[config.mk]
export PLATFORM = sky130hd
export DESIGN_NAME = scan_stream_block_deframer_core
export DESIGN_NICKNAME = d
export VERILOG_FILES = /design/src/ssbd_pkg.sv /design/src/scan_stream_block_deframer_core.sv /design/src/ssbd_step.sv
export SDC_FILE = /design/constraint.sdc
export NUM_CORES = 1
export LEC_CHECK = 0
export ABC_AREA = 1
export BUFFER_PORTS_ARGS = -buffer_cell sky130_fd_sc_hd__buf_2
export CAP_MARGIN = 20
export CELL_PAD_IN_SITES_DETAIL_PLACEMENT = 1
export CELL_PAD_IN_SITES_GLOBAL_PLACEMENT = 1
export CORE_ASPECT_RATIO = 0.7
export CORE_UTILIZATION = 35
export CTS_BUF_LIST = sky130_fd_sc_hd__clkbuf_8
export CTS_CLUSTER_SIZE = 14
export DETAILED_ROUTE_END_ITERATION = 8
export GPL_ROUTABILITY_DRIVEN = 0
export PLACE_DENSITY_LB_ADDON = 0.1
export SETUP_SLACK_MARGIN = 0.1
export SLEW_MARGIN = 30
export SYNTH_ARGS = -nofsm -noshare
export SYNTH_HDL_FRONTEND = slang
export SYNTH_SLANG_ARGS = --single-unit
[constraint.sdc]
create_clock -name clock -period 2.8 [get_ports clock]
set_clock_uncertainty 0.05 [all_clocks]
set_input_delay 0.28 -clock clock [delete_from_list [all_inputs] [get_ports clock]]
set_output_delay 0.28 -clock clock [all_outputs]
set_load 0.005 [all_outputs]
[src/ssbd_pkg.sv]
// ----------------------------------------------------------------------------
// ssbd_pkg: shared types and constants of the scan stream block deframer
// phase codes, block tags, status codes, the parser state record and the result record
// ----------------------------------------------------------------------------
`default_nettype none

package ssbd_pkg;

   // block tags seen in the tag phase
   localparam logic [7:0] TAG_COLOR_0 = 8'h44;
   localparam logic [7:0] TAG_COLOR_1 = 8'h48;
   localparam logic [7:0] TAG_COLOR_2 = 8'h4C;
   localparam logic [7:0] TAG_JPEG    = 8'h64;
   localparam logic [7:0] TAG_SKIP    = 8'h82;
   localparam logic [7:0] TAG_END     = 8'h80;

   // result status codes
   localparam logic [2:0] ST_HEADER  = 3'd0;
   localparam logic [2:0] ST_PAYLOAD = 3'd1;
   localparam logic [2:0] ST_END     = 3'd2;
   localparam logic [2:0] ST_JPEG    = 3'd3;
   localparam logic [2:0] ST_UNKNOWN = 3'd4;
   localparam logic [2:0] ST_HALTED  = 3'd5;

   typedef enum logic [7:0] {
      PH_TAG       = 8'b0000_0001,
      PH_INFO_LO   = 8'b0000_0010,
      PH_INFO_HI   = 8'b0000_0100,
      PH_INFO_SKIP = 8'b0000_1000,
      PH_PAY_LO    = 8'b0001_0000,
      PH_PAY_HI    = 8'b0010_0000,
      PH_PAYLOAD   = 8'b0100_0000,
      PH_HALTED    = 8'b1000_0000
   } phase_type;

   typedef struct packed {
      phase_type   phase;
      logic [1:0]  current_channel;
      logic        color_block;
      logic [7:0]  low_length_byte;
      logic [15:0] info_left;
      logic [15:0] payload_left;
   } state_type;

   typedef struct packed {
      logic [2:0] status;
      logic [1:0] channel;
      logic [7:0] payload;
   } result_type;

endpackage

`default_nettype wire

[src/scan_stream_block_deframer_core.sv]
// the result beat of an accepted byte is registered in the response register
// throughput: one byte per cycle unless the sink stalls a held beat, set by the single parser state register update
// the response register is the only buffer; input stalls only while it is full
// and the sink stalls it
// reset: synchronous, active high; parser back to expecting a tag, no beat held
// ----------------------------------------------------------------------------
// scan_stream_block_deframer_core: scanner data stream block deframer
// splits the raw byte stream into colour, skip and end blocks, halting on an end, jpeg or unknown tag, and passes
// colour payload bytes out tagged with their channel
// ----------------------------------------------------------------------------
`default_nettype none

module scan_stream_block_deframer_core (
   input  wire logic       clock,
   input  wire logic       reset,
   // input stream
   input  wire logic       req_valid,
   output logic            req_stall,
   input  wire logic [7:0] req_data_byte,
   // result stream
   output logic            rsp_valid,
   input  wire logic       rsp_stall,
   output logic [2:0]      rsp_status,
   output logic [1:0]      rsp_channel,
   output logic [7:0]      rsp_payload
);
   import ssbd_pkg::*;

   // parser state
   state_type  state_ff;
   state_type  state_in;

   // result register
   logic       rsp_valid_ff;
   logic       rsp_valid_in;
   result_type rsp_ff;
   result_type step_result;

   logic       req_take;

   // a held beat only blocks the input while the sink refuses it
   assign req_stall = rsp_valid_ff & rsp_stall;
   assign req_take  = req_valid & ~req_stall;

   ssbd_step u_step (
      .cur_state  (state_ff),
      .data_byte  (req_data_byte),
      .next_state (state_in),
      .result     (step_result)
   );

   // the register refills whenever a byte comes in; else it drains once taken
   assign rsp_valid_in = req_take | (rsp_valid_ff & rsp_stall);

   always_ff @(posedge clock) begin
      if (reset) begin
         state_ff.phase           <= PH_TAG;
         state_ff.current_channel <= 2'd0;
         state_ff.color_block     <= 1'b0;
         state_ff.low_length_byte <= 8'd0;
         state_ff.info_left       <= 16'd0;
         state_ff.payload_left    <= 16'd0;
         rsp_valid_ff             <= 1'b0;
      end else begin
         rsp_valid_ff <= rsp_valid_in;
         if (req_take) begin
            state_ff <= state_in;
         end
      end
   end

   // result payload needs no reset, guarded by the valid flag
   always_ff @(posedge clock) begin
      if (req_take) begin
         rsp_ff <= step_result;
      end
   end

   assign rsp_valid   = rsp_valid_ff;
   assign rsp_status  = rsp_ff.status;
   assign rsp_channel = rsp_ff.channel;
   assign rsp_payload = rsp_ff.payload;

`ifndef SYNTHESIS
   // once halted, the parser stays halted until reset
   a_halt_sticky: assert property (@(posedge clock) disable iff (reset)
      state_ff.phase == PH_HALTED |=> state_ff.phase == PH_HALTED)
      else $error("parser left the halted phase");

   // a byte taken while halted gives a halted beat next cycle
   a_halted_beat: assert property (@(posedge clock) disable iff (reset)
      req_take && state_ff.phase == PH_HALTED |=>
         rsp_valid && rsp_status == ST_HALTED)
      else $error("halted parser gave a non-halted beat");

   // channel and data are zero on every beat that is not payload
   a_non_payload_zero: assert property (@(posedge clock) disable iff (reset)
      rsp_valid && rsp_status != ST_PAYLOAD |-> rsp_channel == 2'd0 && rsp_payload == 8'd0)
      else $error("non-payload beat carries channel or data");

   // every accepted byte produces exactly one beat in the next cycle
   a_beat_per_byte: assert property (@(posedge clock) disable iff (reset)
      req_take |=> rsp_valid)
      else $error("accepted byte produced no beat");
`endif

endmodule

`default_nettype wire

[src/ssbd_step.sv]
// ----------------------------------------------------------------------------
// ssbd_step: per-beat parser decision
// next parser state and result for one stream byte, purely combinational
// ----------------------------------------------------------------------------
`default_nettype none

module ssbd_step (
   input  wire ssbd_pkg::state_type  cur_state,
   input  wire logic [7:0]           data_byte,
   output ssbd_pkg::state_type       next_state,
   output ssbd_pkg::result_type      result
);
   import ssbd_pkg::*;

   logic [15:0] length_word;
   logic [15:0] info_dec;
   logic [15:0] payload_dec;
   phase_type   after_info;

   assign length_word = {data_byte, cur_state.low_length_byte};
   assign info_dec    = cur_state.info_left - 16'd1;
   assign payload_dec = cur_state.payload_left - 16'd1;
   assign after_info  = cur_state.color_block ? PH_PAY_LO : PH_TAG;

   always_comb begin
      next_state     = cur_state;
      result.status  = ST_HEADER;
      result.channel = 2'd0;
      result.payload = 8'd0;
      unique case (cur_state.phase)
         PH_TAG: begin
            unique case (data_byte)
               TAG_COLOR_0, TAG_COLOR_1, TAG_COLOR_2: begin
                  // channel is tag bits 3:2 less one
                  next_state.current_channel = data_byte[3:2] - 2'd1;
                  next_state.color_block     = 1'b1;
                  next_state.phase           = PH_INFO_LO;
               end
               TAG_SKIP: begin
                  next_state.color_block = 1'b0;
                  next_state.phase       = PH_INFO_LO;
               end
               TAG_END: begin
                  next_state.phase = PH_HALTED;
                  result.status    = ST_END;
               end
               TAG_JPEG: begin
                  next_state.phase = PH_HALTED;
                  result.status    = ST_JPEG;
               end
               default: begin
                  next_state.phase = PH_HALTED;
                  result.status    = ST_UNKNOWN;
               end
            endcase
         end
         PH_INFO_LO: begin
            next_state.low_length_byte = data_byte;
            next_state.phase           = PH_INFO_HI;
         end
         PH_INFO_HI: begin
            next_state.info_left = length_word;
            next_state.phase     = (length_word == 16'd0) ? after_info : PH_INFO_SKIP;
         end
         PH_INFO_SKIP: begin
            next_state.info_left = info_dec;
            if (info_dec == 16'd0) begin
               next_state.phase = after_info;
            end
         end
         PH_PAY_LO: begin
            next_state.low_length_byte = data_byte;
            next_state.phase           = PH_PAY_HI;
         end
         PH_PAY_HI: begin
            next_state.payload_left = length_word;
            next_state.color_block  = 1'b0;
            next_state.phase        = (length_word == 16'd0) ? PH_TAG : PH_PAYLOAD;
         end
         PH_PAYLOAD: begin
            result.status           = ST_PAYLOAD;
            result.channel          = cur_state.current_channel;
            result.payload          = data_byte;
            next_state.payload_left = payload_dec;
            if (payload_dec == 16'd0) begin
               next_state.phase = PH_TAG;
            end
         end
         PH_HALTED: begin
            result.status = ST_HALTED;
         end
         default: begin
            result.status = ST_HALTED;
         end
      endcase
   end

endmodule

`default_nettype wire
==> metrics <==
Finished Layout Cells=747; Mean Syn Cell Area=6.85 µm²; initial antenna violation count=0; I/O pins=27; Via Count=between 3,000 and 4,000; number of global-route vias before repair=roughly 4,000; Peak supply drop=about 430 µV; row cnt=31; Net count, final=614; utilization after layout=0.414; clock buffer depth=2; worst slew pin tran=0.736 ns; number of CTS-inserted buffers=9; worst hold path class=input pin to flip-flop; post-synthesis mux area share=0; required time of the critical path=3.04 ns; vias per inst=5.11; Routed WL=12,600 µm; Pleak=2.02 nW; synth unique cells=38; number of fill cells=1,398; Sink Count=65; crit path time final=~2.4 ns; crit path cell chain=inv_1 > ha_1 > inv_1 > nand2_1 > nand2_1 > nor2_1 > nand2_1 > nor2_1 > nand3_1 > nor2_1 > nand3_1 > nand2_2 > nand3_4 > nand2_1 > nand2_1 > nor2_1; Port Buffer Count=26; DRC viols=0; fraction of layout cells with a size suffix above 1=0.137; die footprint=0.0115 mm²; synth warn=0; R2R Setup Slk=0.42 ns; 1st-iter DRT viols=252; gr usage total=0.238; Pre-antenna DRT Iters=4; Worst-path clk slew=0.08 ns; RSZ-0062 raised after global routing=false; max-cap viol count=0; Initial Util=0.368; DRT antenna net count=0; most used cell, CP=nand2_1; top post-synthesis cells by count=130 x nand2_1, 91 x nor2_1, 69 x inv_1, 52 x dfxtp_1, 43 x a21oi_1; Relative slew margins=0.508; area of the mapped netlist=0.00388 mm²; CTS HTree Levels=3; R2R Path Start=state_ff[0]; FF+latch count, synth=65; core footprint=~0.011 mm²; Crit Path Max Fanout=15; chip height=90.1 µm; setup_tns=0 ns; Setup crit end kind=flip-flop; Synth Area in XOR/XNOR=0.0203; capturing point of the worst reg2reg path=state_ff[44]; slowest library cell on the worst path=dfxtp_1; Layout area overhead=12.5%; hold path endpoint=rsp_valid; Synth Area in Simple Gates=0.327; Synth Instances=567; sequential area share after synthesis=0.368; final hold viol count=0; Post-CTS Setup Repair Bufs=0; Worst Hold Depth=3; outcome=finished clean; first-pass GRT wire length=21,300 µm; CP max stage delay=between 0.3 and 0.4 ns; Synth Area in Adders=0.0258; Final Cycle Share=0.851; Detailed Place HPWL=~9600 µm; Tot Pwr=roughly 3.3 mW; WL/cell=16.9 µm; Fmax achieved=between 0.4 and 0.5 GHz; share of the synthesized area in the top cell type=0.268; CTS tree=done; hold buffers post-CTS=0; FF-to-FF path depth=16; worst setup path class=flip-flop to flip-flop; Final Slew Violations=0; Diodes inserted=0; Startpoint Class=flip-flop; top-count cell post-synth=nand2_1; Inst Count DP=roughly 730; Skew-Pair Late Insertion Delay=roughly 0.36 ns; EDFF count, synth=13; combinational family with the most area after synthesis=simple AND/OR/NAND/NOR gates; Root Buffer=clkbuf_8; gr ovfl total=0; cell taking the most area after synthesis=dfxtp_1; Most used DFF post-synth=dfxtp_1; die width=about 130 µm; setup ws final=0.417 ns; Power Dens Cells=approximately 750 mW/mm²; Compound-Gate Fraction of Synth Area=0.168; share of flip-flops with an asynchronous set or reset=0; largest net degree at the start of global routing=31; Synth Net Count=around 600; top post-synthesis cells by area=dfxtp_1 27%, nand2_1 13%, edfxtp_1 10%; final setup vio count=0; pre-CTS WS=0.374 ns; hold_sp=req_valid; CTS resizes=0; WP data arrival=2.63 ns
[worst max-delay path: cells and delay by family, from the launching register on]
family | cells | cell delay [ns]
adder cells (fa/ha/maj) | 1 | 0.28
buffers and inverters | 2 | 0.26
flip-flops | 1 | 0.33
AND/OR/NAND/NOR | 13 | 1.41
[power by group]
| part | switching [mW] | total, mW | internal (mW) |
|---|---|---|---|
| Clock | 0.434 | 0.851 | 0.417 |
| Sequential | 0.0828 | 1.16 | 1.08 |
| Combinational | 0.868 | 1.28 | 0.413 |
| Total | 1.38 | 3.30 | 1.91 |
[stage by stage]
| stage | cell area, µm² | hold slack (ns) |
|---|---|---|
| floorplan | 3880 | 0.308 |
| global placement | 4170 | 0.418 |
| detailed placement | 4170 | 0.432 |
| CTS | 4370 | 0.119 |
| global route | 4370 | 0.134 |
| finish | 4370 | 0.133 |
[worst max-delay path by stage]
stage | depth (start not counted) | endpoint | slack (ns) | startpoint
2_1_floorplan | 8 | state_ff[39] | 0.65 | rsp_valid
4_1_cts | 16 | state_ff[44] | 0.34 | state_ff[0]
3_3_place_gp | 15 | state_ff[47] | 0.41 | state_ff[0]
5_1_grt | 13 | state_ff[44] | 0.13 | state_ff[0]
3_5_place_dp | 16 | state_ff[44] | 0.37 | state_ff[0]
6_report | 16 | state_ff[44] | 0.42 | state_ff[0]
[kinds of logic after synthesis]
| logic type | Yosys count |
|---|---|
| AND/OR/NAND/NOR | 288 |
| AO/OA/AOI/OAI | 109 |
| buffers and inverters | 88 |
| flip-flops | 65 |
| XOR/XNOR | 9 |
| adder cells (fa/ha/maj) | 8 |
[registers in the layout, summed over array words and instances, names as in the netlist]
register / cells
state_ff: 51
rsp_payload: 8
rsp_channel: 2
rsp_valid: 1
rsp_status: 3
[area by class of cell]
| cell class | count | area (µm²) | share of cell area |
|---|---|---|---|
| timing repair buffer | 34 | 190 | 0.0435 |
| multi-input combinational | 414 | 2100 | 0.481 |
| tap | 148 | 185 | 0.0424 |
| clock inverter | 7 | 76.3 | 0.0175 |
| clock buffer | 9 | 124 | 0.0283 |
| inverter | 70 | 263 | 0.0601 |
| sequential | 65 | 1430 | 0.327 |
[routing by layer]
layer	share of wire	global-route usage	vias up
met1	0.55	0.359	1832
li1	-	-	1919
met3	0.036	0.0429	5
met5	0	0	-
met4	0.0059	0.0441	0
met2	0.41	0.352	61
[cell usage in the layout, fill, tap and decap left out, drive strengths merged]
master    synthesis  layout
ha                8       8
o31ai             1       1
clkinvlp          0       2
buf               9      34
nand3            23      23
a221oi           15      15
clkinv            0       2
o211ai            2       2
dfxtp            52      52
o21a              1       1
nor2            105     105
xor2              6       6
inv              70      72
a31oi             5       5
edfxtp           13      13
bufinv            0       1
a211oi            9       9
nand3b            2       2
nor4              4       4
or2               2       2
nor3              6       6
nand2           138     138
nand4             8       8
xnor2             3       3
clkbuf            9       9
a21oi            44      44
o21ai            32      32
Note: power is estimated with default switching activity, not from simulation.
